**src/design/tccw_pkg.sv**
```systemverilog
// ----------------------------------------------------------------------------
// tccw_pkg
// Shared types, codes and the 5x7 font for the text console cell writer.
// ----------------------------------------------------------------------------
package tccw_pkg;

  // field widths
  localparam int unsigned COL_W  = 10;
  localparam int unsigned ROW_W  = 9;
  localparam int unsigned LINE_W = 3;
  localparam int unsigned PAT_W  = 6;
  localparam int unsigned GLYPH_W = 5;
  localparam int unsigned GLYPH_H = 7;

  // pixel lines per character cell
  localparam int unsigned CELL_LINES = 8;

  typedef logic [COL_W-1:0]   col_t;
  typedef logic [ROW_W-1:0]   row_t;
  typedef logic [LINE_W-1:0]  line_t;
  typedef logic [PAT_W-1:0]   pat_t;
  typedef logic [GLYPH_W-1:0] glyph_row_t;
  typedef logic [7:0]         char_t;

  // configuration register indexes
  typedef enum logic {
    REG_TEXT_COLUMNS = 1'b0,
    REG_TEXT_ROWS    = 1'b1
  } reg_index_t;

  // command kinds on the result channel
  typedef enum logic {
    CMD_DRAW  = 1'b0,
    CMD_CLEAR = 1'b1
  } cmd_kind_t;

  // register reset values
  localparam col_t TEXT_COLUMNS_RST = COL_W'(80);
  localparam row_t TEXT_ROWS_RST    = ROW_W'(25);

  // character codes
  localparam char_t CHAR_BS      = 8'h08;
  localparam char_t CHAR_LF      = 8'h0a;
  localparam char_t CHAR_CR      = 8'h0d;
  localparam char_t CHAR_SPACE   = 8'h20;
  localparam char_t CHAR_TILDE   = 8'h7e;
  localparam char_t CHAR_LOWER_A = 8'h61;
  localparam char_t CHAR_LOWER_Z = 8'h7a;
  localparam char_t CASE_OFFSET  = 8'h20;

  // whole glyph, top row in the upper bits
  function automatic logic [GLYPH_W*GLYPH_H-1:0] glyph_bitmap(input char_t code);
    logic [GLYPH_W*GLYPH_H-1:0] g;
    case (code)
      8'h20: g = {5'h00, 5'h00, 5'h00, 5'h00, 5'h00, 5'h00, 5'h00};
      8'h30: g = {5'h0e, 5'h11, 5'h13, 5'h15, 5'h19, 5'h11, 5'h0e};
      8'h31: g = {5'h04, 5'h0c, 5'h04, 5'h04, 5'h04, 5'h04, 5'h0e};
      8'h32: g = {5'h0e, 5'h11, 5'h01, 5'h02, 5'h04, 5'h08, 5'h1f};
      8'h33: g = {5'h1e, 5'h01, 5'h01, 5'h0e, 5'h01, 5'h01, 5'h1e};
      8'h34: g = {5'h02, 5'h06, 5'h0a, 5'h12, 5'h1f, 5'h02, 5'h02};
      8'h35: g = {5'h1f, 5'h10, 5'h10, 5'h1e, 5'h01, 5'h01, 5'h1e};
      8'h36: g = {5'h0e, 5'h10, 5'h10, 5'h1e, 5'h11, 5'h11, 5'h0e};
      8'h37: g = {5'h1f, 5'h01, 5'h02, 5'h04, 5'h08, 5'h08, 5'h08};
      8'h38: g = {5'h0e, 5'h11, 5'h11, 5'h0e, 5'h11, 5'h11, 5'h0e};
      8'h39: g = {5'h0e, 5'h11, 5'h11, 5'h0f, 5'h01, 5'h01, 5'h0e};
      8'h41: g = {5'h0e, 5'h11, 5'h11, 5'h1f, 5'h11, 5'h11, 5'h11};
      8'h42: g = {5'h1e, 5'h11, 5'h11, 5'h1e, 5'h11, 5'h11, 5'h1e};
      8'h43: g = {5'h0e, 5'h11, 5'h10, 5'h10, 5'h10, 5'h11, 5'h0e};
      8'h44: g = {5'h1e, 5'h11, 5'h11, 5'h11, 5'h11, 5'h11, 5'h1e};
      8'h45: g = {5'h1f, 5'h10, 5'h10, 5'h1e, 5'h10, 5'h10, 5'h1f};
      8'h46: g = {5'h1f, 5'h10, 5'h10, 5'h1e, 5'h10, 5'h10, 5'h10};
      8'h47: g = {5'h0e, 5'h11, 5'h10, 5'h17, 5'h11, 5'h11, 5'h0f};
      8'h48: g = {5'h11, 5'h11, 5'h11, 5'h1f, 5'h11, 5'h11, 5'h11};
      8'h49: g = {5'h0e, 5'h04, 5'h04, 5'h04, 5'h04, 5'h04, 5'h0e};
      8'h4a: g = {5'h07, 5'h02, 5'h02, 5'h02, 5'h12, 5'h12, 5'h0c};
      8'h4b: g = {5'h11, 5'h12, 5'h14, 5'h18, 5'h14, 5'h12, 5'h11};
      8'h4c: g = {5'h10, 5'h10, 5'h10, 5'h10, 5'h10, 5'h10, 5'h1f};
      8'h4d: g = {5'h11, 5'h1b, 5'h15, 5'h15, 5'h11, 5'h11, 5'h11};
      8'h4e: g = {5'h11, 5'h19, 5'h15, 5'h13, 5'h11, 5'h11, 5'h11};
      8'h4f: g = {5'h0e, 5'h11, 5'h11, 5'h11, 5'h11, 5'h11, 5'h0e};
      8'h50: g = {5'h1e, 5'h11, 5'h11, 5'h1e, 5'h10, 5'h10, 5'h10};
      8'h51: g = {5'h0e, 5'h11, 5'h11, 5'h11, 5'h15, 5'h12, 5'h0d};
      8'h52: g = {5'h1e, 5'h11, 5'h11, 5'h1e, 5'h14, 5'h12, 5'h11};
      8'h53: g = {5'h0f, 5'h10, 5'h10, 5'h0e, 5'h01, 5'h01, 5'h1e};
      8'h54: g = {5'h1f, 5'h04, 5'h04, 5'h04, 5'h04, 5'h04, 5'h04};
      8'h55: g = {5'h11, 5'h11, 5'h11, 5'h11, 5'h11, 5'h11, 5'h0e};
      8'h56: g = {5'h11, 5'h11, 5'h11, 5'h11, 5'h11, 5'h0a, 5'h04};
      8'h57: g = {5'h11, 5'h11, 5'h11, 5'h15, 5'h15, 5'h1b, 5'h11};
      8'h58: g = {5'h11, 5'h11, 5'h0a, 5'h04, 5'h0a, 5'h11, 5'h11};
      8'h59: g = {5'h11, 5'h11, 5'h0a, 5'h04, 5'h04, 5'h04, 5'h04};
      8'h5a: g = {5'h1f, 5'h01, 5'h02, 5'h04, 5'h08, 5'h10, 5'h1f};
      // colon
      8'h3a: g = {5'h00, 5'h04, 5'h04, 5'h00, 5'h04, 5'h04, 5'h00};
      // slash and backslash share one slant
      8'h2f, 8'h5c: g = {5'h01, 5'h01, 5'h02, 5'h04, 5'h08, 5'h10, 5'h10};
      // minus and underscore share one bar
      8'h2d, 8'h5f: g = {5'h00, 5'h00, 5'h00, 5'h1f, 5'h00, 5'h00, 5'h00};
      // period
      8'h2e: g = {5'h00, 5'h00, 5'h00, 5'h00, 5'h00, 5'h0c, 5'h0c};
      // comma
      8'h2c: g = {5'h00, 5'h00, 5'h00, 5'h00, 5'h0c, 5'h04, 5'h08};
      // greater-than
      8'h3e: g = {5'h10, 5'h08, 5'h04, 5'h02, 5'h04, 5'h08, 5'h10};
      // unknown glyph for anything else
      default: g = {5'h1f, 5'h11, 5'h04, 5'h04, 5'h00, 5'h04, 5'h00};
    endcase
    return g;
  endfunction

  // one pixel line of a cell: glyph row in bits 5..1, spacing column clear
  function automatic pat_t cell_pattern(input char_t code, input line_t line);
    logic [GLYPH_W*GLYPH_H-1:0] g;
    glyph_row_t                 rw;
    g = glyph_bitmap(code);
    case (line)
      3'd0:    rw = g[34:30];
      3'd1:    rw = g[29:25];
      3'd2:    rw = g[24:20];
      3'd3:    rw = g[19:15];
      3'd4:    rw = g[14:10];
      3'd5:    rw = g[9:5];
      3'd6:    rw = g[4:0];
      default: rw = '0;
    endcase
    return {rw, 1'b0};
  endfunction

endpackage

```
**src/design/tccw_ifs.sv**
```systemverilog
// ----------------------------------------------------------------------------
// tccw channel interfaces
// Valid/ready channels for character input, draw commands and register writes.
// ----------------------------------------------------------------------------

// character input channel
interface tccw_in_if;
  import tccw_pkg::*;
  logic  valid;
  logic  ready;
  char_t char_byte;
  modport source (output valid, output char_byte, input ready);
  modport sink   (input valid, input char_byte, output ready);
endinterface

// draw command channel
interface tccw_out_if;
  import tccw_pkg::*;
  logic  valid;
  logic  ready;
  logic  command_kind;
  col_t  cell_column;
  row_t  cell_row;
  line_t pixel_line;
  pat_t  pixel_pattern;
  logic  last_of_run;
  modport source (output valid, output command_kind, output cell_column,
                  output cell_row, output pixel_line, output pixel_pattern,
                  output last_of_run, input ready);
  modport sink   (input valid, input command_kind, input cell_column,
                  input cell_row, input pixel_line, input pixel_pattern,
                  input last_of_run, output ready);
endinterface

// register write channel
interface tccw_cfg_if;
  import tccw_pkg::*;
  logic valid;
  logic ready;
  logic index;
  col_t data;
  modport source (output valid, output index, output data, input ready);
  modport sink   (input valid, input index, input data, output ready);
endinterface

```
**src/design/text_console_cell_writer_top.sv**
```systemverilog
// ----------------------------------------------------------------------------
// text_console_cell_writer_top
// Turns console text bytes into per-line cell draw commands with a 5x7 font.
// ----------------------------------------------------------------------------
// Usage:
//  - in_ch takes one text byte per word. CR, LF and BS are handled, other
//    control bytes and bytes above 0x7e are dropped.
//  - out_ch gives draw commands: eight pixel lines per drawn cell, plus a
//    clear-screen word where a new line leaves the last row. last_of_run
//    marks the final word caused by one byte.
//  - cfg_ch writes text_columns (index 0) and text_rows (index 1); it is
//    always ready and is meant to be used only while the block is idle.
//  - a taken byte sets the sequencer registers, which feed the output register.
//  - throughput: one output word per cycle while out_ch.ready is high. A byte
//    gives eight line words if printable (with optional clears either side) or
//    BS off column 0; LF one clear or none; CR and dropped bytes none. The next
//    byte is taken as the current one's last word loads: bytes run back to back.
//  - stall: while out_ch.ready is low the output register holds its word
//    and the sequencer and in_ch stall behind it.
//  - reset: cursor goes home, registers return to 80 columns by 25 rows,
//    all pending words are dropped.
// ----------------------------------------------------------------------------
module text_console_cell_writer_top (
  input  logic        clk,
  input  logic        rst_n,
  tccw_in_if.sink     in_ch,
  tccw_out_if.source  out_ch,
  tccw_cfg_if.sink    cfg_ch
);
  import tccw_pkg::*;

  // configuration and cursor
  col_t  text_cols_r, text_cols_nxt;
  row_t  text_rows_r, text_rows_nxt;
  col_t  cur_col_r, cur_col_nxt;
  row_t  cur_row_r, cur_row_nxt;

  // command sequencer
  logic  pre_r, pre_nxt;
  logic  draw_r, draw_nxt;
  logic  post_r, post_nxt;
  line_t line_r, line_nxt;
  col_t  draw_col_r, draw_col_nxt;
  row_t  draw_row_r, draw_row_nxt;
  char_t code_r, code_nxt;

  // output register
  logic  out_valid_r, out_valid_nxt;
  logic  kind_r, kind_nxt;
  col_t  ocol_r, ocol_nxt;
  row_t  orow_r, orow_nxt;
  line_t oline_r, oline_nxt;
  pat_t  opat_r, opat_nxt;
  logic  olast_r, olast_nxt;

  logic  busy, out_free, step, cmd_last, in_fire, cfg_fire;

  // decode of the incoming byte
  char_t c, folded;
  logic  printable;
  logic  clr_a, clr_b, wrap_pre, wrap_post;
  row_t  row_nl_a, row_nl_b, row1;
  col_t  col1, col2;
  logic  d_pre, d_draw, d_post;
  col_t  d_col, nc_col;
  row_t  d_row, nc_row;
  char_t d_code;

  assign busy     = pre_r | draw_r | post_r;
  assign out_free = ~out_valid_r | out_ch.ready;
  assign step     = busy & out_free;
  assign cmd_last = pre_r  ? (~draw_r & ~post_r) :
                    draw_r ? ((line_r == line_t'(CELL_LINES - 1)) & ~post_r) : 1'b1;
  assign in_ch.ready = ~busy | (step & cmd_last);
  assign in_fire  = in_ch.valid & in_ch.ready;
  assign cfg_ch.ready = 1'b1;
  assign cfg_fire = cfg_ch.valid;

  // new-line step from the cursor row and from the row after a pre-wrap
  always_comb begin
    clr_a    = ({1'b0, cur_row_r} + 10'd1) >= {1'b0, text_rows_r};
    row_nl_a = clr_a ? '0 : cur_row_r + row_t'(1);
    wrap_pre = cur_col_r >= text_cols_r;
    col1     = wrap_pre ? '0 : cur_col_r;
    row1     = wrap_pre ? row_nl_a : cur_row_r;
    col2     = col1 + col_t'(1);
    wrap_post = col2 >= text_cols_r;
    clr_b    = ({1'b0, row1} + 10'd1) >= {1'b0, text_rows_r};
    row_nl_b = clr_b ? '0 : row1 + row_t'(1);
  end

  // byte decode: commands to issue and the next cursor
  always_comb begin
    c         = in_ch.char_byte;
    printable = (c >= CHAR_SPACE) && (c <= CHAR_TILDE);
    folded    = ((c >= CHAR_LOWER_A) && (c <= CHAR_LOWER_Z)) ? c - CASE_OFFSET : c;
    d_pre     = 1'b0;
    d_draw    = 1'b0;
    d_post    = 1'b0;
    d_col     = cur_col_r;
    d_row     = cur_row_r;
    d_code    = folded;
    nc_col    = cur_col_r;
    nc_row    = cur_row_r;
    case (c)
      CHAR_CR: begin
        nc_col = '0;
      end
      CHAR_LF: begin
        d_pre  = clr_a;
        nc_col = '0;
        nc_row = row_nl_a;
      end
      CHAR_BS: begin
        if (cur_col_r != '0) begin
          d_draw = 1'b1;
          d_col  = cur_col_r - col_t'(1);
          d_code = CHAR_SPACE;
          nc_col = cur_col_r - col_t'(1);
        end
      end
      default: begin
        if (printable) begin
          d_pre  = wrap_pre & clr_a;
          d_draw = 1'b1;
          d_col  = col1;
          d_row  = row1;
          d_post = wrap_post & clr_b;
          nc_col = wrap_post ? '0 : col2;
          nc_row = wrap_post ? row_nl_b : row1;
        end
      end
    endcase
  end

  // register writes and cursor update
  always_comb begin
    text_cols_nxt = text_cols_r;
    text_rows_nxt = text_rows_r;
    if (cfg_fire) begin
      case (reg_index_t'(cfg_ch.index))
        REG_TEXT_COLUMNS: text_cols_nxt = cfg_ch.data;
        REG_TEXT_ROWS:    text_rows_nxt = cfg_ch.data[ROW_W-1:0];
        default:          text_cols_nxt = text_cols_r;
      endcase
    end
    cur_col_nxt = in_fire ? nc_col : cur_col_r;
    cur_row_nxt = in_fire ? nc_row : cur_row_r;
  end

  // sequencer: optional clear, eight lines, optional clear
  always_comb begin
    pre_nxt      = pre_r;
    draw_nxt     = draw_r;
    post_nxt     = post_r;
    line_nxt     = line_r;
    draw_col_nxt = draw_col_r;
    draw_row_nxt = draw_row_r;
    code_nxt     = code_r;
    if (step) begin
      if (pre_r) begin
        pre_nxt = 1'b0;
      end else if (draw_r) begin
        line_nxt = line_r + line_t'(1);
        if (line_r == line_t'(CELL_LINES - 1)) begin
          draw_nxt = 1'b0;
        end
      end else begin
        post_nxt = 1'b0;
      end
    end
    if (in_fire) begin
      pre_nxt      = d_pre;
      draw_nxt     = d_draw;
      post_nxt     = d_post;
      line_nxt     = '0;
      draw_col_nxt = d_col;
      draw_row_nxt = d_row;
      code_nxt     = d_code;
    end
  end

  // output register load
  always_comb begin
    out_valid_nxt = step | (out_valid_r & ~out_ch.ready);
    kind_nxt  = kind_r;
    ocol_nxt  = ocol_r;
    orow_nxt  = orow_r;
    oline_nxt = oline_r;
    opat_nxt  = opat_r;
    olast_nxt = olast_r;
    if (step) begin
      olast_nxt = cmd_last;
      if (!pre_r && draw_r) begin
        kind_nxt  = CMD_DRAW;
        ocol_nxt  = draw_col_r;
        orow_nxt  = draw_row_r;
        oline_nxt = line_r;
        opat_nxt  = cell_pattern(code_r, line_r);
      end else begin
        kind_nxt  = CMD_CLEAR;
        ocol_nxt  = '0;
        orow_nxt  = '0;
        oline_nxt = '0;
        opat_nxt  = '0;
      end
    end
  end

  // control registers
  always_ff @(posedge clk) begin
    if (!rst_n) begin
      text_cols_r <= TEXT_COLUMNS_RST;
      text_rows_r <= TEXT_ROWS_RST;
      cur_col_r   <= '0;
      cur_row_r   <= '0;
      pre_r       <= 1'b0;
      draw_r      <= 1'b0;
      post_r      <= 1'b0;
      line_r      <= '0;
      out_valid_r <= 1'b0;
    end else begin
      text_cols_r <= text_cols_nxt;
      text_rows_r <= text_rows_nxt;
      cur_col_r   <= cur_col_nxt;
      cur_row_r   <= cur_row_nxt;
      pre_r       <= pre_nxt;
      draw_r      <= draw_nxt;
      post_r      <= post_nxt;
      line_r      <= line_nxt;
      out_valid_r <= out_valid_nxt;
    end
  end

  // payload registers
  always_ff @(posedge clk) begin
    draw_col_r <= draw_col_nxt;
    draw_row_r <= draw_row_nxt;
    code_r     <= code_nxt;
    kind_r     <= kind_nxt;
    ocol_r     <= ocol_nxt;
    orow_r     <= orow_nxt;
    oline_r    <= oline_nxt;
    opat_r     <= opat_nxt;
    olast_r    <= olast_nxt;
  end

  // result channel
  assign out_ch.valid         = out_valid_r;
  assign out_ch.command_kind  = kind_r;
  assign out_ch.cell_column   = ocol_r;
  assign out_ch.cell_row      = orow_r;
  assign out_ch.pixel_line    = oline_r;
  assign out_ch.pixel_pattern = opat_r;
  assign out_ch.last_of_run   = olast_r;

  // clear-screen words carry no position or pixels
  a_clear_zero: assert property (@(posedge clk) disable iff (!rst_n)
    out_valid_r && (kind_r == CMD_CLEAR) |->
      (ocol_r == '0) && (orow_r == '0) && (oline_r == '0) && (opat_r == '0))
    else $error("clear word with nonzero fields");

  // bottom line and spacing column stay background
  a_pad_blank: assert property (@(posedge clk) disable iff (!rst_n)
    out_valid_r && (kind_r == CMD_DRAW) |->
      !opat_r[0] && ((oline_r != line_t'(CELL_LINES - 1)) || (opat_r == '0)))
    else $error("background pixels drawn");

  // a byte is only taken when the previous run is done or finishing
  a_no_overrun: assert property (@(posedge clk) disable iff (!rst_n)
    in_fire && busy |-> step && cmd_last)
    else $error("byte taken over a pending run");

  // the final line of a cell closes the run unless a clear follows
  a_last_line: assert property (@(posedge clk) disable iff (!rst_n)
    step && !pre_r && draw_r && (line_r == line_t'(CELL_LINES - 1)) && !post_r
      |=> olast_r)
    else $error("run not closed after last cell line");

endmodule
```
**src/flat_wrapper.sv**
```systemverilog
// flat-port wrapper written by rule: the top's interface ports become plain ports
module text_console_cell_writer_top_flat import tccw_pkg::*;
  (clk, rst_n, in_ch_valid, in_ch_char_byte, in_ch_ready, out_ch_valid, out_ch_command_kind, out_ch_cell_column, out_ch_cell_row, out_ch_pixel_line, out_ch_pixel_pattern, out_ch_last_of_run, out_ch_ready, cfg_ch_valid, cfg_ch_index, cfg_ch_data, cfg_ch_ready);
  tccw_in_if in_ch_i ();
  tccw_out_if out_ch_i ();
  tccw_cfg_if cfg_ch_i ();
  input  logic clk;
  input  logic rst_n;
  input wire logic [$bits(in_ch_i.valid)-1:0] in_ch_valid;
  input wire logic [$bits(in_ch_i.char_byte)-1:0] in_ch_char_byte;
  output wire logic [$bits(in_ch_i.ready)-1:0] in_ch_ready;
  output wire logic [$bits(out_ch_i.valid)-1:0] out_ch_valid;
  output wire logic [$bits(out_ch_i.command_kind)-1:0] out_ch_command_kind;
  output wire logic [$bits(out_ch_i.cell_column)-1:0] out_ch_cell_column;
  output wire logic [$bits(out_ch_i.cell_row)-1:0] out_ch_cell_row;
  output wire logic [$bits(out_ch_i.pixel_line)-1:0] out_ch_pixel_line;
  output wire logic [$bits(out_ch_i.pixel_pattern)-1:0] out_ch_pixel_pattern;
  output wire logic [$bits(out_ch_i.last_of_run)-1:0] out_ch_last_of_run;
  input wire logic [$bits(out_ch_i.ready)-1:0] out_ch_ready;
  input wire logic [$bits(cfg_ch_i.valid)-1:0] cfg_ch_valid;
  input wire logic [$bits(cfg_ch_i.index)-1:0] cfg_ch_index;
  input wire logic [$bits(cfg_ch_i.data)-1:0] cfg_ch_data;
  output wire logic [$bits(cfg_ch_i.ready)-1:0] cfg_ch_ready;
  assign in_ch_i.valid = in_ch_valid;
  assign in_ch_i.char_byte = in_ch_char_byte;
  assign in_ch_ready = in_ch_i.ready;
  assign out_ch_valid = out_ch_i.valid;
  assign out_ch_command_kind = out_ch_i.command_kind;
  assign out_ch_cell_column = out_ch_i.cell_column;
  assign out_ch_cell_row = out_ch_i.cell_row;
  assign out_ch_pixel_line = out_ch_i.pixel_line;
  assign out_ch_pixel_pattern = out_ch_i.pixel_pattern;
  assign out_ch_last_of_run = out_ch_i.last_of_run;
  assign out_ch_i.ready = out_ch_ready;
  assign cfg_ch_i.valid = cfg_ch_valid;
  assign cfg_ch_i.index = cfg_ch_index;
  assign cfg_ch_i.data = cfg_ch_data;
  assign cfg_ch_ready = cfg_ch_i.ready;
  text_console_cell_writer_top u_core (.clk(clk), .rst_n(rst_n), .in_ch(in_ch_i), .out_ch(out_ch_i), .cfg_ch(cfg_ch_i));
endmodule
```
**config.mk**
```make
export PLATFORM = sky130hd
export DESIGN_NAME = text_console_cell_writer_top_flat
export DESIGN_NICKNAME = d
export VERILOG_FILES = /design/src/design/tccw_pkg.sv /design/src/design/tccw_ifs.sv /design/src/design/text_console_cell_writer_top.sv /design/src/flat_wrapper.sv
export SDC_FILE = /design/constraint.sdc
export NUM_CORES = 1
export LEC_CHECK = 0
export ABC_CLOCK_PERIOD_IN_PS = 14600
export BUFFER_PORTS_ARGS = -buffer_cell sky130_fd_sc_hd__buf_4
export CAP_MARGIN = 20
export CELL_PAD_IN_SITES_DETAIL_PLACEMENT = 1
export CELL_PAD_IN_SITES_GLOBAL_PLACEMENT = 1
export CORE_ASPECT_RATIO = 1.2
export CORE_MARGIN = 5
export CORE_UTILIZATION = 36
export DETAILED_ROUTE_END_ITERATION = 8
export MAX_ROUTING_LAYER = met4
export PLACE_DENSITY_LB_ADDON = 0.1
export SETUP_SLACK_MARGIN = 0.1
export SYNTH_ARGS = -nofsm -noshare
export SYNTH_HDL_FRONTEND = slang
export SYNTH_MEMORY_MAX_BITS = 65536
export SYNTH_SLANG_ARGS = --single-unit
```
**constraint.sdc**
```tcl
create_clock -name clk -period 14.6 [get_ports clk]
set_clock_uncertainty 0.1 [all_clocks]
set_input_delay 2.92 -clock clk [delete_from_list [all_inputs] [get_ports clk]]
set_output_delay 2.92 -clock clk [all_outputs]
set_load 0.02 [all_outputs]
```
; After elaboration in Yosys (flattened, before gate mapping)
; Memories as Yosys holds them, arrays and structs flattened. A register that Yosys moved wholly into a read port is not among the register bits.
; Index checks and enable logic that the tools add are counted.
[op_classes]
add_sub_neg = 8
n_lt_le_gt_ge = 8
eq_ne = 12
muxes = 42
n_bitwise = 22
n_reduce_logical = 20
[op_table]
columns = cell, count
row1 = 9-bit two-way mux, 7
row2 = 10-bit two-way mux, 5
row3 = 10-bit case mux with 2 select lines, 2
row4 = 35-bit two-way mux, 1
row5 = 5-bit case mux with 7 select lines, 1
row6 = 8-bit by 4-bit == test with 1-bit output (second input constant), 3
row7 = 8-bit two-way mux, 3
row8 = 9-bit by 1-bit adder with 10-bit output (second input constant), 2
row9 = 10-bit >= comparator, 2
row10 = 10-bit by 9-bit >= comparator with 1-bit output, 2
row11 = 1-bit two-way mux, 19
row12 = 9-bit by 1-bit adder with 9-bit output (second input constant), 2
row13 = 9-bit case mux with 2 select lines, 1
row14 = 8-bit by 7-bit less-or-equal comparator with 1-bit output (second input constant), 2
row15 = 3-bit == test (second input constant), 4
row16 = 10-bit by 1-bit adder with 10-bit output (second input constant), 1
row17 = 10-bit nonzero test, 1
row18 = 10-bit by 1-bit subtractor with 10-bit output (second input constant), 1
row19 = 1-bit NOT, 9
row20 = 3-bit AND reduction, 3
row21 = 1-bit bitwise AND, 8
row22 = 8-bit by 6-bit >= comparator with 1-bit output (second input constant), 1
row23 = 8-bit by 7-bit >= comparator with 1-bit output (second input constant), 1
row24 = 2-bit AND reduction, 4
row25 = 15 further kinds, 27
[word_totals]
register_bits = 102
mem_bits_ro = 4480
in_bits = 24
out_inout_bits = 33
elab_cells = 132
mem_count = 1
[memory_table]
columns = name, words, word_bits, rd, rd_ports_with_merged_regs, wr, line
row1 = (name not given), 128, 35, 1, 1, 0, tccw_pkg.sv:54  ; case (code)

; Logic depth before layout (Yosys ltp)
; Gate-level depths: netlist of run 1.
[logic_depth]
depth_word = 10
mapped_depth = 25
mapped_depth_nobuf = 24

; Least setup slack after synthesis of run 1
; No wires, ideal clock.
[synth_timing]
path_type = input-to-output
from = input port out_ch_ready
to = output port in_ch_ready
t_arrival_ps = 3733
t_required_ps = 11580
path_slack_ps = 7847
cell_stages = 3
n_path_buf = 1
cell_sequence = nor2b_1 clkbuf_1 o32ai_1
[synth_via]
elab_chain_cells = 4
[synth_lines]
columns = item, line
row1 = "start, declared", flat_wrapper.sv:19  ; input wire logic [$bits(out_ch_i.ready)-1:0] out_ch_ready;
row2 = 1-bit OR, text_console_cell_writer_top.sv:70  ; assign out_free = ~out_valid_r | out_ch.ready;
row3 = 1-bit bitwise AND, text_console_cell_writer_top.sv:71  ; assign step = busy & out_free;
row4 = 1-bit bitwise AND, text_console_cell_writer_top.sv:74  ; assign in_ch.ready = ~busy | (step & cmd_last);
row5 = 1-bit OR, text_console_cell_writer_top.sv:74
row6 = "end, declared", flat_wrapper.sv:11  ; output wire logic [$bits(in_ch_i.ready)-1:0] in_ch_ready;
; No other way between the ends.

; Worst setup path after layout of run 1
; Same ends and word-level chain as after synthesis.

==> results of run 1 <==
-- worst max path at each step --
| stage | start | to | cells after the start | slack [ns] |
|---|---|---|---|---|
| 6_report | out_ch_ready | in_ch_ready | 5 | 7.54 |
| 4_1_cts | out_ch_ready | in_ch_ready | 5 | 7.54 |
| 5_1_grt | u_core.cur_row_r[0] | u_core.cur_row_r[2] | 24 | 7.29 |
| 2_1_floorplan | out_ch_ready | in_ch_ready | 3 | 7.85 |
| 3_3_place_gp | out_ch_ready | in_ch_ready | 5 | 7.58 |
| 3_5_place_dp | out_ch_ready | in_ch_ready | 5 | 7.54 |
-- synthesized netlist by cell type (all sizes together), types with 4 or more instances --
| master | count |
|---|---|
| nand4b | 5 |
| mux2i | 15 |
| edfxtp | 56 |
| nor3b | 6 |
| a21oi | 115 |
| ha | 57 |
| nand2 | 131 |
| nand3 | 27 |
| nor2b | 6 |
| o211ai | 16 |
| o21ai | 78 |
| a2bb2oi | 5 |
| o22ai | 16 |
| a32oi | 8 |
| a311oi | 10 |
| a22oi | 7 |
| xor2 | 13 |
| a221oi | 5 |
| or3 | 8 |
| or2 | 4 |
| nor4 | 4 |
| mux2 | 15 |
| o32ai | 7 |
| nor2 | 87 |
| nand4 | 9 |
| dfxtp | 80 |
| a211oi | 12 |
| a21o | 23 |
| clkbuf | 54 |
| nor3 | 18 |
| a21boi | 5 |
| a31o | 4 |
| o21a | 7 |
| buf | 26 |
| xnor2 | 13 |
| inv | 40 |
| and3 | 5 |
| o31ai | 7 |
| a22o | 4 |
| a31oi | 13 |
| and2 | 27 |
| nand2b | 13 |
-- per-layer routing --
metal | vias up | GRT usage [%] | wire length [um] | part of all wire, %
li1 | 4027 | - | - | -
met1 | 4115 | 25.6 | 12600 | 40
met2 | 247 | 39.0 | 16200 | 51
met3 | 71 | 3.14 | 1290 | 4.1
met4 | 0 | 10.5 | 1370 | 4.3
met5 | - | - | 0 | 0
-- power groups by stage --
stage / registers (W) / clock network (W) / logic [W]
2_1_floorplan: 0.000450 / 0 / 0.000186
5_1_grt: 0.000450 / 0.000495 / 0.000300
6_report: 0.000447 / 0.000466 / 0.000274
3_5_place_dp: 0.000456 / 0 / 0.000271
4_1_cts: 0.000448 / 0.000479 / 0.000272
3_3_place_gp: 0.000455 / 0 / 0.000271
-- worst reg2reg max path: stages, from the launching register on --
cell	delay, ns
dfxtp_1	0.53
ha_1	0.29
nand3_1	0.27
nor3_1	0.26
xor2_1	0.27
ha_1	0.32
nand3_1	0.15
nor2_1	0.08
o2bb2ai_2	0.16
nor2_2	0.43
nand2_1	0.10
o21ai_0	0.53
ha_1	0.37
o21ai_0	0.19
nor3b_1	0.44
nand2_1	0.13
xnor2_1	0.26
ha_1	0.28
o21ai_0	0.10
o21bai_1	0.13
a21o_1	0.21
nor2_1	0.49
a221o_1	0.24
a31oi_1	0.05
o41ai_1	0.25
-- area by class of cell --
cell class | instances | area (sq um) | area share (%)
Multi-Input combinational cell | 840 | 5500 | 52.6
Sequential cell | 136 | 3280 | 31.4
Timing Repair Buffer | 64 | 480 | 4.59
Clock buffer | 18 | 429 | 4.10
Tap cell | 330 | 413 | 3.95
Clock inverter | 14 | 199 | 1.90
Inverter | 41 | 154 | 1.47
-- per-stage QoR --
step	instance area (sq um)	setup WS [ns]	total power (W)	std cells
floorplan	9270	7.85	0.000636	1097
detailed placement	9830	7.54	0.000727	1411
finish	10500	7.54	0.00119	1443
CTS	10500	7.54	0.00120	1443
global route	10500	7.29	0.00125	1443
global placement	9830	7.58	0.000726	1411
-- cell families (layout without fill, tap and decap cells) --
kind of cell | after synthesis | after routing
buffers and inverters | 121 | 137
and+or+nand+nor | 355 | 355
other | 2 | 2
adders and majority gates | 57 | 57
DFF | 136 | 136
xor gates and xnor gates | 26 | 26
muxes | 30 | 30
AOI/OAI and AO/OA | 370 | 370
==> results by group, run 1 <==
Timing
  – Setup tns final: 0 ns
  – Tmin final: between 7 and 8 ns
  – Max frequency: 0.142 GHz
  – Least-Margin Pin Slew: about 1.1 ns
  – WHS: between 0.3 and 0.4 ns
  – RSZ-0062 raised after global routing: no
  – Tcrit/Tclk final: around half
  – Slew Limit Fails: 0
  – Final Setup Violations: 0
  – Slew HR: between 20% and 30%
  – Hold Fails Final Rpt: 0

GRT
  – First-pass GRT wire length: around 50000 um
  – Total GRT Usage: between 20 and 25%
  – Largest net degree at the start of global routing: between 40 and 50
  – Total gr overflow: 0
  – Number of global-route vias before repair: a little under 9000
  – Antenna violations before repair: 0

Clocking
  – Total CTS buffers: 17
  – TritonCTS clock tree: done
  – Cts repair resizes: 0
  – CTS root buffer: clkbuf_16
  – Htree depth: 4
  – Setup repair bufs after CTS: 0
  – Clk sinks: around 140
  – CTS Hold Buffers Added: 0
  – Worst-path clk slew: roughly 0.060 ns
  – CTS Buffer Depth: 2
  – Worst skew pair latency: approximately 0.42 ns

Layout
  – Layout fillers: between 3000 and 4000
  – Commonest non-fill, non-tap cell in the layout: nand2_1
  – Nets: about 1200
  – Share of cells above drive strength 1: 13.3%
  – Diode count: 0
  – Final Util: 41.1%
  – Most frequent cells in the layout: nand2_1 (131), a21oi_1 (112), nor2_1 (84)
  – Area grow syn2layout: 12.8%

Synthesis
  – Synth cell types: 95
  – Multiplexer share of the synthesized area: 3.74%
  – Syn_area_per_cell: roughly 8.4 sq um
  – Area share of and/or/nand/nor cells after synthesis: between 10% and 20%
  – Post-Syn Nets: between 1000 and 1500
  – Sequential fraction of the synthesis area: between 30% and 40%
  – Seq cells post-synth: approximately 140
  – Most area-hungry cell type in the Yosys netlist: edfxtp_1
  – Post-synthesis xor/xnor area fraction: under 10%
  – Synth area leaders: edfxtp_1 (18%), dfxtp_1 (17%), ha_1 (7.7%)
  – Yosys warning count: 0
  – Main synth FF type: dfxtp_1
  – Largest family of logic cells by synthesized area: compound AO/OA/AOI/OAI gates
  – Async SR Flop Fraction: 0%
  – Compound-Gate Fraction of Synth Area: a little over a quarter
  – Syn Inst Count: ~1100
  – Top-area cell type share of the netlist area: between 10% and 20%
  – Post-Synth Adder-Cell Area: between 7 and 8%
  – Mapped cell area: around 9300 sq um
  – EDFF count, synth: between 50 and 60

Detailed routing
  – Average wire per standard cell: between 20 and 25 um
  – Vias per cell: just under 6
  – DRC viols: 0
  – Drt total wl: 31400 um
  – 1st-pass router iterations: 6
  – Initial DRC Count: 538
  – Post-DRT Antenna Nets: 0
  – Routed via count: about 8500

Pwr
  – Cell area power density: approximately 110 nW/um^2
  – Switching share of total power: around a third
  – Sw power: approximately 0.00038 W
  – Leakage: about 4 nW
  – Pint: 0.000806 W
  – Seq pwr share: 37.7%
  – Comb pwr share: 23.1%
  – Peak VDD IR: 58.6 uV
  – Clk pwr share: 39.3%

Die
  – Die Ht: roughly 190 um
  – Die W: around 160 um
  – Rows: 64
  – Core area: 25500 sq um
  – Total Die Area: 29100 sq um
  – Count of boundary I/O pins: between 50 and 60
  – Initial core utilization: between 30% and 40%

Status
  – Status: finished clean

Setup path
  – Worst r2r dst: u_core.cur_row_r[2]
  – CP max FO: 7
  – CP arrival: approximately 4.0 ns
  – CP dominant cell by count: buf_4
  – Worst Reg-to-Reg Cells: 24
  – R2R Setup Slk: around 7.9 ns
  – CP cell instances: buf_4, nor2b_1, o22a_1, o32ai_1, buf_4
  – CP Capture Type: primary output
  – Crit path buf inv count: 2
  – R2R Path Start: u_core.cur_row_r[0]
  – Slowest CP cell: nor2b_1
  – Cell family with most CP delay: simple AND/OR/NAND/NOR gates
  – Worst Setup Start Kind: input port
  – Critical path class: in -> out
  – Crit path required time: ~12 ns
  – Crit-path max cell delay: roughly 0.42 ns

Placement
  – DP HPWL: ~23000 um
  – PortBufs: 54
  – Final weighted congestion of routability-driven global placement: about 0.94

Hold path
  – Hold Path End: u_core.text_cols_r[2]
  – Hold path depth: 2
  – Hold path startpoint: u_core.text_cols_r[2]
  – Min-delay worst type: reg -> reg

Flow run
  – # Max-Cap Violations: 0
Power figures use the tool's default switching activity.
==> run 2, diff against run 1 <==
Settings changed: ABC_CLOCK_PERIOD_IN_PS 14600 to 7410.
Clock period 14.6 ns to 7.41 ns, I/O delays scaled along.
==> results by group, run 2 (synthesis gave the netlist of run 1 again) <==
Status
  – Status: finished clean

Layout
  – Fin area: 10400 sq um
  – Commonest non-fill, non-tap cell in the layout: nand2_1
  – Share of cells above drive strength 1: approximately 13%
  – Most frequent cells in the layout: nand2_1 (131), a21oi_1 (112), nor2_1 (84)
  – Diode count: 0
  – Area of the multi-input gates: 5500 sq um
  – Register area: around 3300 sq um
  – Nets: approximately 1200
  – Area grow syn2layout: 12.5%
  – Non-Filler Instances: approximately 1400
  – Layout fillers: approximately 3000

Pwr
  – Sw power: just under 0.0008 W
  – Leakage: between 4 and 5 nW
  – Peak VDD IR: 131 uV
  – Cell area power density: ~220 nW/um^2
  – Power, Total: between 0.002 and 0.0025 W
  – Pint: between 0.0015 and 0.002 W
  – Seq pwr share: between 30% and 40%
  – Comb pwr share: 24.1%
  – Clk pwr share: a little under two fifths
  – Switching share of total power: 34.1%

Timing
  – Slew Limit Fails: 0
  – Tcrit/Tclk final: a little over 80%
  – Final Setup Violations: 0
  – Fin worst setup slack: 1.27 ns
  – Setup tns final: 0 ns
  – Max frequency: 0.163 GHz
  – Hold Fails Final Rpt: 0
  – RSZ-0062 raised after global routing: no
  – Tmin final: a little over 6 ns
  – Least-Margin Pin Slew: 1.06 ns
  – Slew HR: 29.3%

Placement
  – DP HPWL: about 24000 um
  – Post-DP Area: around 9800 sq um
  – Final weighted congestion of routability-driven global placement: about 0.93
  – Placed cells: 1412
  – PortBufs: 54
  – Post-place setup slack: roughly 1.2 ns

Clocking
  – TritonCTS clock tree: done
  – Total CTS buffers: 17
  – Htree depth: 4
  – Cts repair resizes: 0
  – Clk sinks: 136
  – Worst-path clk slew: 0.07 ns
  – Setup repair bufs after CTS: 0
  – CTS Buffer Depth: 2
  – Worst skew pair latency: roughly 0.43 ns
  – CTS Hold Buffers Added: 0
  – CTS root buffer: clkbuf_16

GRT
  – Total gr overflow: 0
  – Largest net degree at the start of global routing: 37
  – First-pass GRT wire length: approximately 51000 um
  – Total GRT Usage: 23.1%
  – Number of global-route vias before repair: about 9000
  – Antenna violations before repair: 0

Detailed routing
  – Initial DRC Count: between 500 and 600
  – Drt total wl: about 32000 um
  – Vias per cell: between 5 and 6
  – Routed via count: around 8400
  – Average wire per standard cell: ~22 um
  – DRC viols: 0
  – Post-DRT Antenna Nets: 0
  – 1st-pass router iterations: 4

Flow run
  – # Max-Cap Violations: 0

Die
  – Core area: 25500 sq um
  – Total Die Area: ~29000 sq um
  – Die W: roughly 160 um
  – Rows: 64
  – Initial core utilization: between 30% and 40%
  – Count of boundary I/O pins: 57
  – Die Ht: roughly 190 um

Setup path
  – Worst Reg-to-Reg Cells: 24
  – CP endpoint: u_core.cur_row_r[2]
  – CP max FO: 10
  – Crit path required time: 7.62 ns
  – Critical path class: reg -> reg
  – R2R Path Start: u_core.cur_row_r[0]
  – Worst Setup Start Kind: flop
  – Worst r2r dst: u_core.cur_row_r[2]
  – CP arrival: between 6 and 7 ns
  – CP Capture Type: flop
  – R2R Setup Slk: 1.27 ns
  – Launch point of the critical path: u_core.cur_row_r[0]

Hold path
  – Min-delay worst type: reg -> reg
run 2: cell count changes in the layout (fill, tap and decap cells not counted):
| cell | previous run | this run |
|---|---|---|
| inv_8 | 0 | 5 |
| buf_4 | 64 | 65 |
| clkinvlp_4 | 4 | 0 |
| inv_4 | 0 | 1 |
| bufinv_16 | 4 | 1 |
| clkbuf_8 | 0 | 1 |
| inv_6 | 2 | 4 |
| clkbuf_1 | 1 | 0 |
| clkinv_2 | 1 | 0 |
run 2: area by class of cell:
cell class | instances | share of cell area (%)
Tap cell | 330 | 3.96
Clock buffer | 18 | 4.21
Inverter | 41 | 1.48
Multi-Input combinational cell | 840 | 52.7
Sequential cell | 136 | 31.5
Clock inverter | 14 | 1.48
Timing Repair Buffer | 65 | 4.68
run 2: worst min-delay path by stage:
stage	startpoint	to	slack (ns)	cells past startpoint
floorplan	u_core.text_cols_r[1]	u_core.text_cols_r[1]	0.34	2
global placement	u_core.text_rows_r[1]	u_core.text_rows_r[1]	0.34	2
detailed placement	u_core.text_cols_r[2]	u_core.text_cols_r[2]	0.35	2
CTS	u_core.text_cols_r[2]	u_core.text_cols_r[2]	0.36	2
global route	u_core.text_rows_r[5]	u_core.text_rows_r[5]	0.38	2
finish	u_core.text_cols_r[2]	u_core.text_cols_r[2]	0.36	2
run 2: metal layers:
metal  up-vias  global-route usage, %  share of wire, %
li1       4021                      -                 -
met1      4132                   26.3                41
met2       199                   40.9                52
met3        60                   2.44               3.0
met4         0                   10.8               4.0
met5         -                      -                 0
run 2: worst max-delay path, cell delays in order, from the launching register on:
cell       delay [ns]
dfxtp_1          0.50
ha_1             0.28
nand3_1          0.18
nor3_1           0.23
xor2_1           0.21
ha_1             0.30
nand3_1          0.12
nor2_1           0.07
o2bb2ai_2        0.15
nor2_2           0.36
nand2_1          0.09
o21ai_0          0.43
ha_1             0.35
o21ai_0          0.18
nor3b_1          0.40
nand2_1          0.12
xnor2_1          0.20
ha_1             0.26
o21ai_0          0.10
o21bai_1         0.12
a21o_1           0.21
nor2_1           0.49
a221o_1          0.25
a31oi_1          0.04
o41ai_1          0.25
run 2: per-stage QoR:
stage / util (%) / hold WS, ns
after floorplan: - / 0.336
after global placement: 38.6 / 0.342
after detailed placement: 38.6 / 0.352
after CTS: 41.0 / 0.362
after global routing: 41.0 / 0.384
final: 41.0 / 0.357
run 2: power groups by stage:
stage / logic [W] / clock network [W] / registers, W
3_3_place_gp: 0.000546 / 0 / 0.000890
6_report: 0.000553 / 0.000866 / 0.000874
2_1_floorplan: 0.000367 / 0 / 0.000886
5_1_grt: 0.000600 / 0.000926 / 0.000880
4_1_cts: 0.000551 / 0.000893 / 0.000875
3_5_place_dp: 0.000548 / 0 / 0.000891
==> run 3, diff against run 2 <==
Settings changed: ABC_AREA from default to 1, ABC_CLOCK_PERIOD_IN_PS 7410 to 6200.
Clock period 7.41 ns to 6.2 ns, I/O delays scaled along.
==> results by group, run 3 <==
Clocking
  – Cts repair resizes: 0
  – Htree depth: 4
  – Setup repair bufs after CTS: 0
  – Total CTS buffers: 17
  – CTS root buffer: clkbuf_16
  – Worst-path clk slew: approximately 0.070 ns
  – Clk sinks: roughly 140
  – CTS Buffer Depth: 2
  – TritonCTS clock tree: done
  – Worst skew pair latency: 0.43 ns
  – CTS Hold Buffers Added: 0

Synthesis
  – Async SR Flop Fraction: 0%
  – Seq cells post-synth: 136
  – Synth area leaders: edfxtp_1 (19%), dfxtp_1 (18%), nand2_1 (12%)
  – Most area-hungry cell type in the Yosys netlist: edfxtp_1
  – Main synth FF type: dfxtp_1
  – Yosys warning count: 0
  – Commonest cells post-synth: nand2_1 (289), inv_1 (179), nor2_1 (127)
  – Syn_area_per_cell: slightly above 7 sq um
  – Post-Syn Nets: between 1000 and 1500
  – EDFF count, synth: between 50 and 60
  – Top-area cell type share of the netlist area: 18.6%
  – Most common cell in the synthesized netlist: nand2_1
  – Sequential fraction of the synthesis area: a little over a third
  – Synth cell types: 58
  – Syn Inst Count: about 1300
  – Mapped cell area: 9060 sq um

Timing
  – Tmin final: between 5 and 6 ns
  – Fin worst setup slack: between 0.9 and 1 ns
  – WHS: ~0.40 ns
  – Final Setup Violations: 0
  – Max frequency: ~0.19 GHz
  – Least-Margin Pin Slew: between 0.8 and 0.9 ns
  – Tcrit/Tclk final: ~85%
  – Slew Limit Fails: 0
  – RSZ-0062 raised after global routing: no
  – Setup tns final: 0 ns
  – Hold Fails Final Rpt: 0
  – Slew HR: between 40% and 50%

Setup path
  – Slowest CP cell: a21oi_2
  – CP dominant cell by count: nand2_1
  – CP arrival: approximately 5.5 ns
  – Worst Setup Start Kind: flop
  – CP Capture Type: flop
  – R2R Path Start: u_core.cur_row_r[0]
  – Crit-path max cell delay: 0.44 ns
  – Crit path required time: around 6.5 ns
  – Launch point of the critical path: u_core.cur_row_r[0]
  – Critical path class: reg -> reg
  – CP max FO: 12

Die
  – Die W: 155 um
  – Total Die Area: approximately 28000 sq um
  – Core area: ~25000 sq um
  – Initial core utilization: between 30% and 40%
  – Rows: 63
  – Die Ht: between 150 and 200 um
  – Count of boundary I/O pins: 57

GRT
  – Number of global-route vias before repair: between 9000 and 10000
  – First-pass GRT wire length: a little under 50000 um
  – Antenna violations before repair: 0
  – Largest net degree at the start of global routing: 37
  – Total gr overflow: 0
  – Total GRT Usage: a little under a quarter

Pwr
  – Peak VDD IR: ~170 uV
  – Cell area power density: around 270 nW/um^2
  – Pint: around 0.0018 W
  – Comb pwr share: 26.8%
  – Clk pwr share: between 30% and 40%
  – Switching share of total power: about a third
  – Leakage: between 4 and 5 nW
  – Seq pwr share: 38.0%
  – Power, Total: 0.00275 W
  – Sw power: between 0.0009 and 0.001 W

Placement
  – DP HPWL: ~25000 um
  – Post-place setup slack: approximately 1 ns
  – Final weighted congestion of routability-driven global placement: 0.937
  – PortBufs: 54

Detailed routing
  – 1st-pass router iterations: 4
  – Vias per cell: 5.33
  – Initial DRC Count: 305
  – Average wire per standard cell: 19.0 um
  – Drt total wl: ~31000 um
  – DRC viols: 0
  – Routed via count: between 8000 and 9000
  – Post-DRT Antenna Nets: 0

Layout
  – Layout fillers: 3171
  – Share of cells above drive strength 1: about 11%
  – Commonest non-fill, non-tap cell in the layout: nand2_1
  – Final Util: between 40% and 50%
  – Nets: between 1000 and 1500
  – Diode count: 0
  – Most frequent cells in the layout: nand2_1 (289), inv_1 (179), nor2_1 (127)
  – Area grow syn2layout: 13.3%

Hold path
  – Min-delay worst type: reg -> reg
  – Hold path startpoint: u_core.cur_row_r[8]

Flow run
  – # Max-Cap Violations: 0

Status
  – Status: finished clean
run 3: cell type report:
cell class	instances	area (sq um)	share of cell area [%]
sequential	136	3280	32.0
multi-input combinational	896	4840	47.1
clock buffer	21	473	4.60
inverter	193	724	7.05
clock inverter	10	78.8	0.767
timing repair buffer	62	465	4.53
tap	325	407	3.96
run 3: routing by layer:
metal | GRT usage (%) | up-vias | share of wire [%]
li1 | - | 4302 | -
met1 | 23.9 | 4185 | 39
met2 | 41.1 | 175 | 52
met3 | 2.90 | 92 | 2.6
met4 | 12.5 | 0 | 5.8
met5 | - | - | 0
run 3: worst max-delay path: cells and delay by family (launching register included):
| family | cells | cell delay (ns) |
|---|---|---|
| flops | 1 | 0.42 |
| simple gates | 18 | 1.90 |
| buf+inv | 3 | 0.28 |
| compound gates | 5 | 1.25 |
| fa+ha+maj | 4 | 1.00 |
| xor+xnor | 1 | 0.22 |
run 3: power by group through the flow:
stage | clock network [W] | logic [W] | registers [W]
final | 0.000967 | 0.000737 | 0.00104
after global routing | 0.00103 | 0.000823 | 0.00105
after CTS | 0.000988 | 0.000740 | 0.00105
after detailed placement | 0 | 0.000733 | 0.00106
after global placement | 0 | 0.000726 | 0.00106
after floorplan | 0 | 0.000495 | 0.00106
run 3: logic make-up after synthesis:
kind of cell,Yosys count,share of synthesized area [%]
simple gates,526,24.9
compound gates,299,19.2
buf+inv,236,10.5
flops,136,36.2
fa+ha+maj,57,7.87
xor+xnor,12,1.16
other cells,2,0.0828
run 3: stage by stage:
| step | cells | cell area (sq um) |
|---|---|---|
| final | 1643 | 10300 |
| after global routing | 1643 | 10300 |
| after CTS | 1643 | 10300 |
| after detailed placement | 1612 | 9720 |
| after global placement | 1612 | 9720 |
| after floorplan | 1268 | 9060 |
run 3: worst paths after layout:
path                                       endpoint  slack [ns]  depth (start not counted)
worst min-delay path            u_core.cur_row_r[8]        0.40                          2
worst max-delay path            u_core.cur_row_r[1]        0.95                         31
worst min register to register  u_core.cur_row_r[8]        0.40                          2
worst max register to register  u_core.cur_row_r[1]        0.95                         31
